File: src/hw/rtl/stsc_pkg.sv
// Package for the serial time-set clock: character codes, parser phase codes,
// line and day constants, reply job type and small constant-divisor helpers.
// Self-contained; used by serial_time_set_clock_top.
package stsc_pkg;

  // Line buffer capacity (characters kept is LineCap-1)
  localparam int unsigned LineCap = 32;
  localparam int unsigned CountW  = $clog2(LineCap);

  // Parsed magnitude and its saturation value
  localparam int unsigned ValW = 63;
  localparam logic [ValW-1:0] SatMax = {ValW{1'b1}};

  // Day clock limits
  localparam int unsigned DaySec  = 86400;
  localparam int unsigned MsPerSec = 1000;
  localparam logic [9:0]  MsLast  = 10'(MsPerSec - 1);
  localparam logic [5:0]  SecLast = 6'd59;
  localparam logic [5:0]  MinLast = 6'd59;
  localparam logic [4:0]  HourLast = 5'd23;

  // Clock value that a saturated parse sets, split into h:m:s
  localparam longint unsigned SatSod = 64'h7FFF_FFFF_FFFF_FFFF % 64'd86400;
  localparam logic [4:0] SatHour = 5'(SatSod / 3600);
  localparam logic [5:0] SatMin  = 6'((SatSod % 3600) / 60);
  localparam logic [5:0] SatSec  = 6'(SatSod % 60);

  // Input kinds carried in tuser
  localparam logic ModeByte = 1'b0;
  localparam logic ModeTick = 1'b1;

  // Parser phases
  localparam logic [1:0] PhBlank = 2'd0;
  localparam logic [1:0] PhSign  = 2'd1;
  localparam logic [1:0] PhDigit = 2'd2;
  localparam logic [1:0] PhStop  = 2'd3;

  // Character codes
  localparam logic [7:0] ChLf    = 8'h0A;
  localparam logic [7:0] ChCr    = 8'h0D;
  localparam logic [7:0] ChTab   = 8'h09;
  localparam logic [7:0] ChVt    = 8'h0B;
  localparam logic [7:0] ChFf    = 8'h0C;
  localparam logic [7:0] ChSpace = 8'h20;
  localparam logic [7:0] ChPlus  = 8'h2B;
  localparam logic [7:0] ChMinus = 8'h2D;
  localparam logic [7:0] ChZero  = 8'h30;
  localparam logic [7:0] ChNine  = 8'h39;
  localparam logic [7:0] ChColon = 8'h3A;
  localparam logic [7:0] ChE     = 8'h45;
  localparam logic [7:0] ChK     = 8'h4B;
  localparam logic [7:0] ChO     = 8'h4F;
  localparam logic [7:0] ChR     = 8'h52;
  localparam logic [7:0] ChT     = 8'h54;

  // Reply positions of the newline
  localparam logic [3:0] OkLastIdx  = 4'd8;
  localparam logic [3:0] ErrLastIdx = 4'd3;

  // One pending reply: clock snapshot at line end
  typedef struct packed {
    logic       ok;
    logic [4:0] hour;
    logic [5:0] minute;
  } job_t;

  // floor(x/60) for x < 600, by parallel threshold compares
  function automatic logic [3:0] quo60(input logic [9:0] x);
    logic [3:0] q;
    q = '0;
    for (int j = 1; j < 10; j++) begin
      if (x >= 10'(60 * j)) q = 4'(j);
    end
    return q;
  endfunction

  // floor(x/24) for x < 240
  function automatic logic [3:0] quo24(input logic [7:0] x);
    logic [3:0] q;
    q = '0;
    for (int j = 1; j < 10; j++) begin
      if (x >= 8'(24 * j)) q = 4'(j);
    end
    return q;
  endfunction

  // floor(x/10) for x < 60
  function automatic logic [3:0] quo10(input logic [5:0] x);
    logic [3:0] q;
    q = '0;
    for (int j = 1; j < 6; j++) begin
      if (x >= 6'(10 * j)) q = 4'(j);
    end
    return q;
  endfunction

endpackage

File: src/hw/rtl/serial_time_set_clock_top.sv
// Serial time-set clock (line parser, day clock, reply serializer); uses stsc_pkg.
// A line end is processed while its beat sits in the input register; the job it pushes
// passes through the reply queue, the serializer and the output register to m_axis.
// Throughput: one input beat per cycle; a reply leaves at one byte per cycle while m_axis
// is ready, through a one-job queue; a line end waits while queue and serializer are full.
// Reset (rst_ni low, asynchronous) clears the line and all stages; clock unset, 00:00.
module serial_time_set_clock_top (
  input  logic       clk_i,
  input  logic       rst_ni,
  input  logic       s_axis_tvalid_i,
  output logic       s_axis_tready_o,
  input  logic [7:0] s_axis_tdata_i,   // [7:0] rx_byte
  input  logic       s_axis_tuser_i,   // [0] mode (0 byte, 1 ms tick)
  output logic       m_axis_tvalid_o,
  input  logic       m_axis_tready_i,
  output logic [7:0] m_axis_tdata_o,   // [7:0] reply_byte
  output logic       m_axis_tlast_o    // last reply byte (newline)
);

  // Input register
  logic       in_v_q;
  logic       in_mode_q;
  logic [7:0] in_byte_q;

  // Line and parser state
  logic [stsc_pkg::CountW-1:0] cnt_q, cnt_d;
  logic                        t_q, t_d;
  logic [1:0]                  ph_q, ph_d;
  logic                        neg_q, neg_d;
  logic                        seen_q, seen_d;
  logic [stsc_pkg::ValW-1:0]   pv_q, pv_d;
  logic                        sat_q, sat_d;
  logic [4:0]                  rh_q, rh_d;
  logic [5:0]                  rm_q, rm_d;
  logic [5:0]                  rs_q, rs_d;

  // Day clock
  logic       cv_q, cv_d;
  logic [4:0] hr_q, hr_d;
  logic [5:0] mn_q, mn_d;
  logic [5:0] sc_q, sc_d;
  logic [9:0] ms_q, ms_d;

  // Reply queue and serializer
  logic            job_v_q;
  stsc_pkg::job_t  job_q, job_d;
  logic            em_busy_q;
  logic            em_ok_q;
  logic [3:0]      em_idx_q;
  logic [3:0]      em_h1_q, em_h0_q, em_m1_q, em_m0_q;
  logic            out_v_q;
  logic [7:0]      out_byte_q;
  logic            out_last_q;

  logic is_byte, is_eol, line_end, do_proc, job_take, push, em_step;
  logic in_take;

  // Digit step wires
  logic       is_dig, take_dig;
  logic [3:0] dig;
  logic [9:0] s_x, m_x;
  logic [7:0] h_x;
  logic [3:0] cs, cm, ch;
  logic [stsc_pkg::ValW+3:0] v10;
  logic       ovf;
  logic       set_clk;

  // Serializer wires
  logic [7:0] em_char;
  logic       em_last;
  logic [3:0] h1, m1;

  assign is_byte  = (in_mode_q == stsc_pkg::ModeByte);
  assign is_eol   = (in_byte_q == stsc_pkg::ChLf) || (in_byte_q == stsc_pkg::ChCr);
  assign line_end = is_byte && is_eol && (cnt_q != '0);
  assign job_take = job_v_q && !em_busy_q;
  assign do_proc  = in_v_q && !(line_end && job_v_q && !job_take);
  assign push     = do_proc && line_end;
  assign s_axis_tready_o = !in_v_q || do_proc;
  assign in_take  = s_axis_tvalid_i && s_axis_tready_o;

  // Residue of the parsed value mod one day, kept as h:m:s, times ten plus digit
  assign is_dig = (in_byte_q >= stsc_pkg::ChZero) && (in_byte_q <= stsc_pkg::ChNine);
  assign dig    = in_byte_q[3:0];
  assign s_x    = 10'(rs_q) * 10'd10 + 10'(dig);
  assign cs     = stsc_pkg::quo60(s_x);
  assign m_x    = 10'(rm_q) * 10'd10 + 10'(cs);
  assign cm     = stsc_pkg::quo60(m_x);
  assign h_x    = 8'(rh_q) * 8'd10 + 8'(cm);
  assign ch     = stsc_pkg::quo24(h_x);

  // Full magnitude times ten plus digit, for saturation
  assign v10 = ({4'b0, pv_q} << 3) + ({4'b0, pv_q} << 1) + (stsc_pkg::ValW+4)'(dig);
  assign ovf = |v10[stsc_pkg::ValW+3:stsc_pkg::ValW];

  assign set_clk = t_q && seen_q && !neg_q && (pv_q != '0);

  // Line parser
  always_comb begin
    cnt_d  = cnt_q;
    t_d    = t_q;
    ph_d   = ph_q;
    neg_d  = neg_q;
    seen_d = seen_q;
    pv_d   = pv_q;
    sat_d  = sat_q;
    rh_d   = rh_q;
    rm_d   = rm_q;
    rs_d   = rs_q;
    take_dig = 1'b0;
    if (do_proc && is_byte) begin
      if (is_eol || (cnt_q >= stsc_pkg::CountW'(stsc_pkg::LineCap - 1))) begin
        cnt_d  = '0;
        t_d    = 1'b0;
        ph_d   = stsc_pkg::PhBlank;
        neg_d  = 1'b0;
        seen_d = 1'b0;
        pv_d   = '0;
        sat_d  = 1'b0;
        rh_d   = '0;
        rm_d   = '0;
        rs_d   = '0;
      end else begin
        cnt_d = cnt_q + 1'b1;
        if (cnt_q == '0) begin
          t_d = (in_byte_q == stsc_pkg::ChT);
        end else begin
          unique case (ph_q)
            stsc_pkg::PhBlank: begin
              if ((in_byte_q == stsc_pkg::ChSpace) || (in_byte_q == stsc_pkg::ChTab) ||
                  (in_byte_q == stsc_pkg::ChVt) || (in_byte_q == stsc_pkg::ChFf)) begin
                ph_d = stsc_pkg::PhBlank;
              end else if ((in_byte_q == stsc_pkg::ChPlus) ||
                           (in_byte_q == stsc_pkg::ChMinus)) begin
                neg_d = (in_byte_q == stsc_pkg::ChMinus);
                ph_d  = stsc_pkg::PhSign;
              end else if (is_dig) begin
                ph_d = stsc_pkg::PhDigit;
                take_dig = 1'b1;
              end else begin
                ph_d = stsc_pkg::PhStop;
              end
            end
            stsc_pkg::PhSign, stsc_pkg::PhDigit: begin
              if (is_dig) begin
                ph_d = stsc_pkg::PhDigit;
                take_dig = 1'b1;
              end else begin
                ph_d = stsc_pkg::PhStop;
              end
            end
            default: ph_d = stsc_pkg::PhStop;
          endcase
        end
        if (take_dig) begin
          seen_d = 1'b1;
          pv_d   = ovf ? stsc_pkg::SatMax : v10[stsc_pkg::ValW-1:0];
          sat_d  = sat_q || ovf;
          rs_d   = 6'(s_x - 10'(cs) * 10'd60);
          rm_d   = 6'(m_x - 10'(cm) * 10'd60);
          rh_d   = 5'(h_x - 8'(ch) * 8'd24);
        end
      end
    end
  end

  // Day clock: ms ticks and set at line end
  always_comb begin
    cv_d = cv_q;
    hr_d = hr_q;
    mn_d = mn_q;
    sc_d = sc_q;
    ms_d = ms_q;
    if (do_proc && !is_byte) begin
      if (ms_q == stsc_pkg::MsLast) begin
        ms_d = '0;
        if (sc_q == stsc_pkg::SecLast) begin
          sc_d = '0;
          if (mn_q == stsc_pkg::MinLast) begin
            mn_d = '0;
            hr_d = (hr_q == stsc_pkg::HourLast) ? 5'd0 : hr_q + 5'd1;
          end else begin
            mn_d = mn_q + 6'd1;
          end
        end else begin
          sc_d = sc_q + 6'd1;
        end
      end else begin
        ms_d = ms_q + 10'd1;
      end
    end else if (push && set_clk) begin
      cv_d = 1'b1;
      ms_d = '0;
      hr_d = sat_q ? stsc_pkg::SatHour : rh_q;
      mn_d = sat_q ? stsc_pkg::SatMin  : rm_q;
      sc_d = sat_q ? stsc_pkg::SatSec  : rs_q;
    end
  end

  // Snapshot for the reply
  always_comb begin
    job_d.ok     = cv_d;
    job_d.hour   = hr_d;
    job_d.minute = mn_d;
  end

  // Reply character at the serializer position
  always_comb begin
    em_char = stsc_pkg::ChLf;
    if (em_ok_q) begin
      unique case (em_idx_q)
        4'd0:    em_char = stsc_pkg::ChO;
        4'd1:    em_char = stsc_pkg::ChK;
        4'd2:    em_char = stsc_pkg::ChSpace;
        4'd3:    em_char = stsc_pkg::ChZero + 8'(em_h1_q);
        4'd4:    em_char = stsc_pkg::ChZero + 8'(em_h0_q);
        4'd5:    em_char = stsc_pkg::ChColon;
        4'd6:    em_char = stsc_pkg::ChZero + 8'(em_m1_q);
        4'd7:    em_char = stsc_pkg::ChZero + 8'(em_m0_q);
        default: em_char = stsc_pkg::ChLf;
      endcase
    end else begin
      unique case (em_idx_q)
        4'd0:    em_char = stsc_pkg::ChE;
        4'd1:    em_char = stsc_pkg::ChR;
        4'd2:    em_char = stsc_pkg::ChR;
        default: em_char = stsc_pkg::ChLf;
      endcase
    end
  end

  assign em_last = em_ok_q ? (em_idx_q == stsc_pkg::OkLastIdx)
                           : (em_idx_q == stsc_pkg::ErrLastIdx);
  assign em_step = em_busy_q && (!out_v_q || m_axis_tready_i);
  assign h1 = stsc_pkg::quo10({1'b0, job_q.hour});
  assign m1 = stsc_pkg::quo10(job_q.minute);

  // Input register
  always_ff @(posedge clk_i or negedge rst_ni) begin
    if (!rst_ni) begin
      in_v_q    <= 1'b0;
      in_mode_q <= stsc_pkg::ModeByte;
      in_byte_q <= '0;
    end else begin
      if (in_take) begin
        in_v_q    <= 1'b1;
        in_mode_q <= s_axis_tuser_i;
        in_byte_q <= s_axis_tdata_i;
      end else if (do_proc) begin
        in_v_q <= 1'b0;
      end
    end
  end

  // Parser and clock state
  always_ff @(posedge clk_i or negedge rst_ni) begin
    if (!rst_ni) begin
      cnt_q  <= '0;
      t_q    <= 1'b0;
      ph_q   <= stsc_pkg::PhBlank;
      neg_q  <= 1'b0;
      seen_q <= 1'b0;
      pv_q   <= '0;
      sat_q  <= 1'b0;
      rh_q   <= '0;
      rm_q   <= '0;
      rs_q   <= '0;
      cv_q   <= 1'b0;
      hr_q   <= '0;
      mn_q   <= '0;
      sc_q   <= '0;
      ms_q   <= '0;
    end else begin
      cnt_q  <= cnt_d;
      t_q    <= t_d;
      ph_q   <= ph_d;
      neg_q  <= neg_d;
      seen_q <= seen_d;
      pv_q   <= pv_d;
      sat_q  <= sat_d;
      rh_q   <= rh_d;
      rm_q   <= rm_d;
      rs_q   <= rs_d;
      cv_q   <= cv_d;
      hr_q   <= hr_d;
      mn_q   <= mn_d;
      sc_q   <= sc_d;
      ms_q   <= ms_d;
    end
  end

  // One-entry reply queue
  always_ff @(posedge clk_i or negedge rst_ni) begin
    if (!rst_ni) begin
      job_v_q <= 1'b0;
      job_q   <= '0;
    end else begin
      if (push) begin
        job_v_q <= 1'b1;
        job_q   <= job_d;
      end else if (job_take) begin
        job_v_q <= 1'b0;
      end
    end
  end

  // Serializer and output register
  always_ff @(posedge clk_i or negedge rst_ni) begin
    if (!rst_ni) begin
      em_busy_q  <= 1'b0;
      em_ok_q    <= 1'b0;
      em_idx_q   <= '0;
      em_h1_q    <= '0;
      em_h0_q    <= '0;
      em_m1_q    <= '0;
      em_m0_q    <= '0;
      out_v_q    <= 1'b0;
      out_byte_q <= '0;
      out_last_q <= 1'b0;
    end else begin
      if (job_take) begin
        em_busy_q <= 1'b1;
        em_ok_q   <= job_q.ok;
        em_idx_q  <= '0;
        em_h1_q   <= h1;
        em_h0_q   <= 4'(5'(job_q.hour) - 5'(h1) * 5'd10);
        em_m1_q   <= m1;
        em_m0_q   <= 4'(job_q.minute - 6'(m1) * 6'd10);
      end else if (em_step) begin
        em_busy_q <= !em_last;
        em_idx_q  <= em_idx_q + 4'd1;
      end
      if (em_step) begin
        out_v_q    <= 1'b1;
        out_byte_q <= em_char;
        out_last_q <= em_last;
      end else if (m_axis_tready_i) begin
        out_v_q <= 1'b0;
      end
    end
  end

  assign m_axis_tvalid_o = out_v_q;
  assign m_axis_tdata_o  = out_byte_q;
  assign m_axis_tlast_o  = out_last_q;

endmodule

File: config.mk
export PLATFORM = sky130hd
export DESIGN_NAME = serial_time_set_clock_top
export DESIGN_NICKNAME = d
export VERILOG_FILES = /design/src/hw/rtl/stsc_pkg.sv /design/src/hw/rtl/serial_time_set_clock_top.sv
export SDC_FILE = /design/constraint.sdc
export NUM_CORES = 1
export LEC_CHECK = 0
export BUFFER_PORTS_ARGS = -buffer_cell sky130_fd_sc_hd__buf_2
export CAP_MARGIN = 15
export CORE_MARGIN = 2
export CORE_UTILIZATION = 40
export DETAILED_ROUTE_END_ITERATION = 6
export GPL_ROUTABILITY_DRIVEN = 1
export PLACE_DENSITY = 0.63
export SYNTH_ARGS = -nofsm -noshare
export SYNTH_HDL_FRONTEND = slang
export SYNTH_SLANG_ARGS = --single-unit
export TNS_END_PERCENT = 50
File: constraint.sdc
create_clock -name clk_i -period 10.4 [get_ports clk_i]
set_input_delay 1.56 -clock clk_i [delete_from_list [all_inputs] [get_ports clk_i]]
set_output_delay 1.56 -clock clk_i [all_outputs]
set_load 0.01 [all_outputs]
After elaboration in Yosys (flattened, before gate mapping)
Index checks and enable logic that the tools add are counted.

Register bits after elaboration: 174. Logic and storage cells: 289.

Add/sub/neg operators: 20. $mul: 8. $lt $le $gt $ge: 40. Eq/ne operators: 26. Multiplexer cells: 108. Bitwise gates (word level): 1. Reductions and logical operators: 54.

Operator list (number): $mux 63 (3); $mux 4 (29); $mux 6 (15); $ge 10x9->1 const B (8); $add 66x64->67 (1); $add 67x4->67 (1); $reduce_bool 63->1 (1); $pmux 7 s8 (1); $mux 5 (10); $eq 8x4->1 const B (5); $ge 10x8->1 const B (4); $mux 1 (34); $ge 8x8->1 const B (4); $mux 10 (3); $add 6x4->7 const A (4); $eq 8x6->1 const B (3); $ge 8x7->1 const B (3); $add 10x4->10 (2); $ge 10x10->1 const B (2); $ge 10x6->1 const B (2); $ge 10x7->1 const B (2); $mul 6x3->9 const B (2); $reduce_bool 2->1 (9); $eq 4x3->1 const B (4); 50 further kinds (105).

Logic depth before layout (Yosys ltp)
Gate-level depths: netlist of the first run.

Depth after elaboration: 38. Mapped depth: 39. Mapped depth without buffers: 39.

Worst setup path after synthesis of the first run
OpenSTA, ideal clock, no wires.

Kind: reg2reg. Start point: register rs_q[1]. End point: register rh_q[4]. Library setup time: 0.134 ns. Data arrival time: 6.494 ns. Path slack: 3.772 ns. Stages on the path, launching flop included: 35. Path through: dfrtp_1 -> ha_1 -> ha_1 -> inv_1 -> fa_1 -> nand2b_1 -> nor2_1 -> o21ai_1 -> nor2_1 -> mux2_2 -> a222oi_1 -> and2_1 -> ha_1 -> a21o_1 -> a21oi_1 -> nor3b_1 -> nand3_1 -> xor2_1 -> o21ai_0 -> a21oi_1 -> nor3_1 -> ha_1 -> fa_1 -> a21o_1 -> nand2_1 -> nor3_1 -> xnor2_1 -> xnor2_1 -> and2_1 -> nor3_1 -> o21ai_0 -> nand3_1 -> ha_1 -> xnor2_1 -> o21ai_0.

Word-level cells in the longest chain between the ends: 38.

Ends and longest elaborated chain: start, declared (line serial_time_set_clock_top.sv:35) `logic [5:0] rs_q, rs_d;`; start signal, assigned (line serial_time_set_clock_top.sv:283) `rs_q <= rs_d;`; $mul 6x3->9 * (line serial_time_set_clock_top.sv:85) `assign s_x = 10'(rs_q) * 10'd10 + 10'(dig);`; $add 10x4->10 * (line serial_time_set_clock_top.sv:85); $ge 10x6->1 (line stsc_pkg.sv:72) `if (x >= 10'(60 * j)) q = 4'(j);`; $mux 1 (line stsc_pkg.sv:72); $mux 2 (2 in series) (line stsc_pkg.sv:72); $mux 3 (3 in series) (line stsc_pkg.sv:72); $mux 4 (2 in series) (line stsc_pkg.sv:72); $mux 4 * (line stsc_pkg.sv:72); (+11 left out); $add 8x4->8 * (line serial_time_set_clock_top.sv:89) `assign h_x = 8'(rh_q) * 8'd10 + 8'(cm);`; $ge 8x5->1 (line stsc_pkg.sv:82) `if (x >= 8'(24 * j)) q = 4'(j);`; $mux 1 (line stsc_pkg.sv:82); $mux 4 (8 in series) (line stsc_pkg.sv:82); $mul 4x2->2 (line serial_time_set_clock_top.sv:161) `rh_d = 5'(h_x - 8'(ch) * 8'd24);`; $sub 5x5->5 * (line serial_time_set_clock_top.sv:161); $mux 5 * (line serial_time_set_clock_top.sv:155) `if (take_dig) begin`; $mux 5 * (line serial_time_set_clock_top.sv:112) `if (is_eol || (cnt_q >= stsc_pkg::CountW'(stsc_pkg::LineCap - 1))) begin`; end signal, assigned (line serial_time_set_clock_top.sv:281) `rh_q <= rh_d;`; end, declared (line serial_time_set_clock_top.sv:33) `logic [4:0] rh_q, rh_d;`.

Every way passes the cells marked *; elsewhere a longest branch is shown, timed or not. The select of a mux whose other input is x is not followed. A chain may end at the register's enable or synchronous reset.

Final worst setup path of the first run
Same ends and word-level chain as after synthesis.

==> flow_metrics.py, run 1 <==
metrics = {
    "status": {
        "status": "finished, final reports clean",
    },
    "grt": {
        "grtUsageMet2_pct": 32.1,
        "gr-usage-met1_pct": 24.9,
        "grt.total_usage_pct": 18.8,
        "grt_util_met3_pct": 2.69,
        "antenna_found_initial": 0,
        "top_usage_layer": "met2",
        "overflow": 0,
        "grt_start_max_net_pins": 105,
        "grt_pass1_vias": 11500,
        "grt_pass1_wl_um": 57100,
    },
    "logic_synthesis": {
        "yosysTopAreaCell": "dfrtp_1",
        "synth_ff_type": "dfrtp_1",
        "synthCells": 1567,
        "synth_nets": 1772,
        "synth.top_cell.area_share_pct": 29.9,
        "avgSynthCellArea_um2": 9.09,
        "synth_area_leaders": "dfrtp_1 30%, ha_1 16%, a221o_1 4.3%, nand2_1 3.8%, a21oi_1 3.4%",
        "ys_types": 86,
        "synth_commonest_cells": "180 x ha_1, 170 x dfrtp_1, 143 x nand2_1, 97 x a21oi_1, 96 x nor2_1",
        "yosysMostFrequentCell": "ha_1",
        "ys_ff_latch": 170,
        "syn_area_mm2": 0.0142,
        "synthArstFlopShare_pct": 100,
        "synth_edf_count": 0,
        "ys_seq_area_share_pct": 29.9,
        "yosys_warnings": 0,
    },
    "route": {
        "drt_first_pass_iters": 5,
        "via_per_inst": 5.89,
        "drt_iter0_drc": 685,
        "wl_per_cell_um": 16.9,
        "route.detailed.drc": 0,
        "ant_nets": 0,
        "vias": 11900,
        "drt-total-wl_um": 34000,
    },
    "clock_network": {
        "insertion_delay_ns": 0.46,
        "clock-sinks": 170,
        "path_clk_slew_ns": 0.08,
        "post_cts_buffers": 0,
        "postCtsHoldBufs": 0,
        "cts_tree": "built",
        "cts_resized": 0,
        "cts_root_buf": "clkbuf_16",
        "clock_path_buffers": 2,
        "cts_made_buffers": 17,
        "htree_levels": 4,
    },
    "floorplan": {
        "core_mm2": 0.0353,
        "start_util_pct": 40.4,
        "die-area_mm2": 0.0372,
        "die_w_um": 193,
        "num_rows": 69,
        "die_h_um": 193,
        "num_io_pins": 24,
    },
    "timing": {
        "fmax_ghz": 0.136,
        "final.period_utilization_pct": 70.8,
        "tightestPinTransition_ns": 1.02,
        "setup_tns_ns": 0,
        "setup_viol": 0,
        "relSlewSlack_pct": 32.2,
        "report.final.slew_viol_count": 0,
        "finalHoldViolations": 0,
        "rsz0062_at_grt": "no",
        "fin_crit_ns": 7.36,
        "clock_skew_ns": 0.0229,
    },
    "setup_path": {
        "cp_max_fo": 7,
        "arrival_ns": 7.69,
        "crit_top_cell": "ha_1",
        "crit_type": "register to register",
        "worstRegToRegCells": 33,
        "cpPeakStageDelay_ns": 0.59,
        "critPathSlowestCell": "a222oi_1",
        "start_kind": "register",
        "end_kind": "register",
        "worstPathRequired_ns": 10.73,
    },
    "worst_hold_path": {
        "min_path_type": "register to register",
        "min_delay_path_depth": 1,
    },
    "pwr": {
        "leakagePower_nw": 7.67,
        "max-vdd-ir-drop_uv": 123,
        "p_per_area_mw_per_mm2": 145,
    },
    "placement": {
        "gp_congestion": 0.884,
        "port-buffer-count": 22,
        "place_hpwl_um": 24700,
    },
    "run": {
        "cap_violations": 0,
    },
    "cells_and_area": {
        "fin_nets": 1747,
        "fillCellCount": 3467,
        "syn_to_final_growth_pct": 7.18,
        "final_core_util_pct": 43.3,
        "num_antenna_cells": 0,
        "drive_gt1_share_pct": 7.27,
    },
}
==> cell usage in the layout (no fill, tap or decap), types with 13 or more instances in the layout <==
master / netlist / routed
a211oi_1: 15 / 15
a21o_1: 54 / 54
a21oi_1: 97 / 97
a221o_1: 61 / 61
a31oi_1: 15 / 15
and2_1: 13 / 13
buf_2: 12 / 21
clkbuf_16: 0 / 17
dfrtp_1: 170 / 170
ha_1: 180 / 180
inv_1: 63 / 63
mux2_2: 30 / 30
nand2_1: 143 / 143
nand2b_1: 17 / 17
nand3_1: 41 / 41
nand4_1: 24 / 24
nor2_1: 96 / 95
nor3_1: 30 / 30
nor4_1: 25 / 25
o211ai_1: 15 / 15
o21ai_0: 94 / 94
o21ai_1: 19 / 19
xnor2_1: 49 / 49
xor2_1: 49 / 49
==> flip-flops by register name, summed over array words and instances, names as in the netlist, 2 cells and up <==
signal	count
in_byte_q	8
em_m1_q	3
m_axis_tdata_o	7
pv_q	63
mn_q	6
em_idx_q	4
job_q	12
ph_q	2
rh_q	5
em_h0_q	4
em_h1_q	2
ms_q	10
rm_q	6
hr_q	5
sc_q	6
em_m0_q	4
cnt_q	5
rs_q	6
==> per-stage QoR <==
step | setup slack (ns) | std cells | hold WS, ns | cell area, um2 | power, W
6_report | 3.04 | 2016 | 0.465 | 15300 | 0.00222
5_1_grt | 2.22 | 2016 | 0.490 | 15300 | 0.00237
4_1_cts | 3.03 | 2016 | 0.470 | 15300 | 0.00224
3_5_place_dp | 3.08 | 1984 | 0.453 | 14700 | 0.00153
3_3_place_gp | 3.33 | 1984 | 0.444 | 14700 | 0.00151
2_1_floorplan | 3.77 | 1567 | 0.425 | 14200 | 0.00134
==> area by class of cell <==
cell class	count	area, um2	share of cell area [%]
Clock inverter	13	180	1.18
Timing Repair Buffer	28	161	1.06
Tap cell	461	577	3.78
Inverter	65	244	1.60
Multi-Input combinational cell	1260	9410	61.6
Sequential cell	170	4250	27.9
Clock buffer	19	443	2.90
==> worst paths after layout <==
kind / startpoint / to / slack [ns]
max reg2reg: rs_q[1] / rh_q[4] / 3.04
min: cv_q / cv_q / 0.47
max in group asynchronous: rst_ni / seen_q / 7.65
min reg2reg: cv_q / cv_q / 0.47
max: rs_q[1] / rh_q[4] / 3.04
min in group asynchronous: rst_ni / rh_q[3] / 1.26
==> per-layer routing <==
metal  wire length [um]  vias to the layer above
met5                  0                        -
met4                558                        0
met3                875                       38
met2              16400                      173
met1              16100                     5829
li1                   -                     5825
==> worst max-delay path: cells and delay by family (launching register included) <==
kind	cells	cell delay [ns]
compound gates	9	1.81
flops	1	0.43
simple gates	11	1.45
buf+inv	1	0.05
mux	1	0.26
xor+xnor	4	1.00
fa+ha+maj	7	2.21
==> power breakdown <==
part | total, W | internal, W | switching (W) | leakage (nW)
logic | 0.000700 | 0.000300 | 0.000400 | 5.06
registers | 0.000823 | 0.000734 | 0.0000882 | 2.30
clock network | 0.000695 | 0.000391 | 0.000303 | 0.303
==> kinds of logic (layout without fill, tap and decap cells) <==
family / after synthesis / count (layout) / share of synthesized area (%)
AOI/OAI and AO/OA: 483 / 483 / 24.1
and+or+nand+nor: 445 / 445 / 15.2
adders and majority gates: 196 / 196 / 17.8
DFF: 170 / 170 / 29.9
buffers and inverters: 137 / 125 / 4.19
xor gates and xnor gates: 98 / 98 / 6.02
muxes: 37 / 37 / 2.86
other: 1 / 1 / 0.0263
No activity file was read; power rests on OpenSTA's default activity.
==> inputs of run 2 (changes only) <==
==> constraint.sdc (replaced) <==
create_clock -name clk_i -period 7.2 [get_ports clk_i]
set_input_delay 1.08 -clock clk_i [delete_from_list [all_inputs] [get_ports clk_i]]
set_output_delay 1.08 -clock clk_i [all_outputs]
set_load 0.01 [all_outputs]
==> flow_metrics.py, run 2 (synthesis results as in run 1) <==
metrics = {
    "floorplan": {
        "core_mm2": 0.0353,
        "die-area_mm2": 0.0372,
        "num_io_pins": 24,
        "die_h_um": 193,
        "start_util_pct": 40.4,
        "num_rows": 69,
        "die_w_um": 193,
    },
    "pwr": {
        "p_per_area_mw_per_mm2": 204,
        "leakagePower_nw": 7.75,
        "p_total_w": 0.00315,
        "internal-power_w": 0.00198,
        "max-vdd-ir-drop_uv": 163,
        "clkPwrFrac_pct": 29.1,
        "switchingPower_w": 0.00117,
        "pwr-share-seq_pct": 37.8,
        "switching_share_pct": 37.2,
        "comb_power_share_pct": 33.2,
    },
    "route": {
        "route.detailed.drc": 0,
        "drt_first_pass_iters": 4,
        "vias": 11900,
        "wl_per_cell_um": 16.8,
        "via_per_inst": 5.87,
        "drt_iter0_drc": 768,
        "ant_nets": 0,
        "drt-total-wl_um": 34000,
    },
    "timing": {
        "tightestPinTransition_ns": 1.01,
        "setup_viol": 0,
        "final.period_utilization_pct": 95.0,
        "finalHoldViolations": 0,
        "relSlewSlack_pct": 32.9,
        "fin_crit_ns": 6.84,
        "fmax_ghz": 0.146,
        "clock_skew_ns": 0.0139,
        "report.final.slew_viol_count": 0,
        "worst_hold_slack_ns": 0.466,
    },
    "setup_path": {
        "worstRegToRegCells": 39,
        "end_kind": "register",
        "crit_top_cell": "ha_1",
        "cpPeakStageDelay_ns": 0.40,
        "r2r-end": "rh_q[4]",
        "rr_startpoint": "rs_q[1]",
        "worstPathRequired_ns": 7.53,
        "critPathLaunch": "rs_q[1]",
        "critPathSlowestCell": "dfrtp_1",
        "arrival_ns": 7.17,
        "start_kind": "register",
        "cp_max_fo": 5,
        "critPathCapture": "rh_q[4]",
        "reg2reg_slack_ns": 0.36,
        "crit_type": "register to register",
    },
    "cells_and_area": {
        "layout_common_cells": "179 x ha_1, 170 x dfrtp_1, 142 x nand2_1",
        "fillCellCount": 3404,
        "largest_reg_flops": 63,
        "num_antenna_cells": 0,
        "fin_nets": 1761,
        "drive_gt1_share_pct": 9.89,
        "largestRegisters": "pv_q: 63 flops, job_q: 12 flops, ms_q: 10 flops",
        "seq_area_mm2": 0.00425,
        "layout_commonest_cell": "ha_1",
        "regMostFlops": "pv_q",
        "syn_to_final_growth_pct": 8.55,
        "multiInputGateArea_mm2": 0.00956,
        "final_cell_area_mm2": 0.0155,
    },
    "placement": {
        "gp_congestion": 0.885,
        "place_hpwl_um": 24700,
        "place_area_mm2": 0.0147,
        "port-buffer-count": 22,
    },
    "grt": {
        "antenna_found_initial": 0,
        "grt.total_usage_pct": 18.8,
        "gr-usage-met1_pct": 25.0,
        "grt_util_met3_pct": 3.00,
        "overflow": 0,
        "grt_start_max_net_pins": 81,
        "grt_pass1_vias": 11500,
        "grt_pass1_wl_um": 57200,
        "top_usage_layer": "met2",
        "grtUsageMet2_pct": 31.3,
    },
    "clock_network": {
        "htree_levels": 4,
        "clock-sinks": 170,
        "cts_made_buffers": 17,
        "insertion_delay_ns": 0.46,
        "cts_tree": "built",
        "path_clk_slew_ns": 0.07,
        "postCtsHoldBufs": 0,
        "cts_root_buf": "clkbuf_16",
        "clock_path_buffers": 2,
    },
    "status": {
        "status": "finished, final reports clean",
    },
    "worst_hold_path": {
        "min_path_type": "register to register",
        "min_delay_path_depth": 1,
    },
    "run": {
        "cap_violations": 0,
    },
}
run 2: changes by cell type in the layout (fill, tap and decap cells not counted), sizes merged:
cell / previous run / this run
clkinvlp: 1 / 3
buf: 28 / 42
clkinv: 4 / 3
clkbuf: 19 / 18
inv: 70 / 72
bufinv: 3 / 0
run 2: timing repair:
item	CTS	global route
pin swaps	0	11
gates resized for setup	1	32
setup buffers	0	9
endpoints found under the setup margin	2	2
run 2: area by class of cell:
type / count / share of cell area (%)
clock buffer: 18 / 2.84
sequential: 170 / 27.5
tap: 461 / 3.73
clock inverter: 13 / 0.825
timing repair buffer: 42 / 1.72
inverter: 65 / 1.58
multi-input combinational: 1260 / 61.8
run 2: how the worst min path moves through the flow:
| stage | startpoint | endpoint | slack, ns |
|---|---|---|---|
| 6_report | cv_q | cv_q | 0.47 |
| 2_1_floorplan | cv_q | cv_q | 0.43 |
| 5_1_grt | cv_q | cv_q | 0.49 |
| 3_3_place_gp | cv_q | cv_q | 0.44 |
| 4_1_cts | cv_q | cv_q | 0.47 |
| 3_5_place_dp | cv_q | cv_q | 0.45 |
run 2: metal layers:
metal | share of wire (%) | up-vias | routed length [um]
li1 | - | 5843 | -
met1 | 47 | 5819 | 16000
met2 | 48 | 210 | 16300
met5 | 0 | - | 0
met4 | 1.7 | 0 | 567
met3 | 3.1 | 43 | 1060
run 2: critical path, delay by kind of cell, from the launching register on:
| family | cells | cell delay [ns] |
|---|---|---|
| mux | 1 | 0.29 |
| buf+inv | 5 | 0.58 |
| compound gates | 10 | 1.60 |
| simple gates | 11 | 1.26 |
| xor+xnor | 5 | 0.84 |
| flops | 1 | 0.40 |
| fa+ha+maj | 7 | 1.73 |
run 2: power groups by stage:
stage,Clock [W],Sequential (W),Combinational [W]
floorplan,0,0.00117,0.000770
global placement,0,0.00120,0.000990
detailed placement,0,0.00121,0.00101
CTS,0.000940,0.00119,0.00101
global route,0.000983,0.00121,0.00118
finish,0.000915,0.00119,0.00104
run 2: metrics by stage:
step                      utilization, %  instances  setup TNS (ns)  setup slack, ns
after floorplan                        -       1567               0            0.572
after global placement              41.6       1989               0            0.232
after detailed placement            41.6       1989         -0.0873          -0.0675
after CTS                           43.2       2020               0           0.0525
after global routing                43.8       2029         -0.0657          -0.0535
final                               43.8       2029               0            0.360
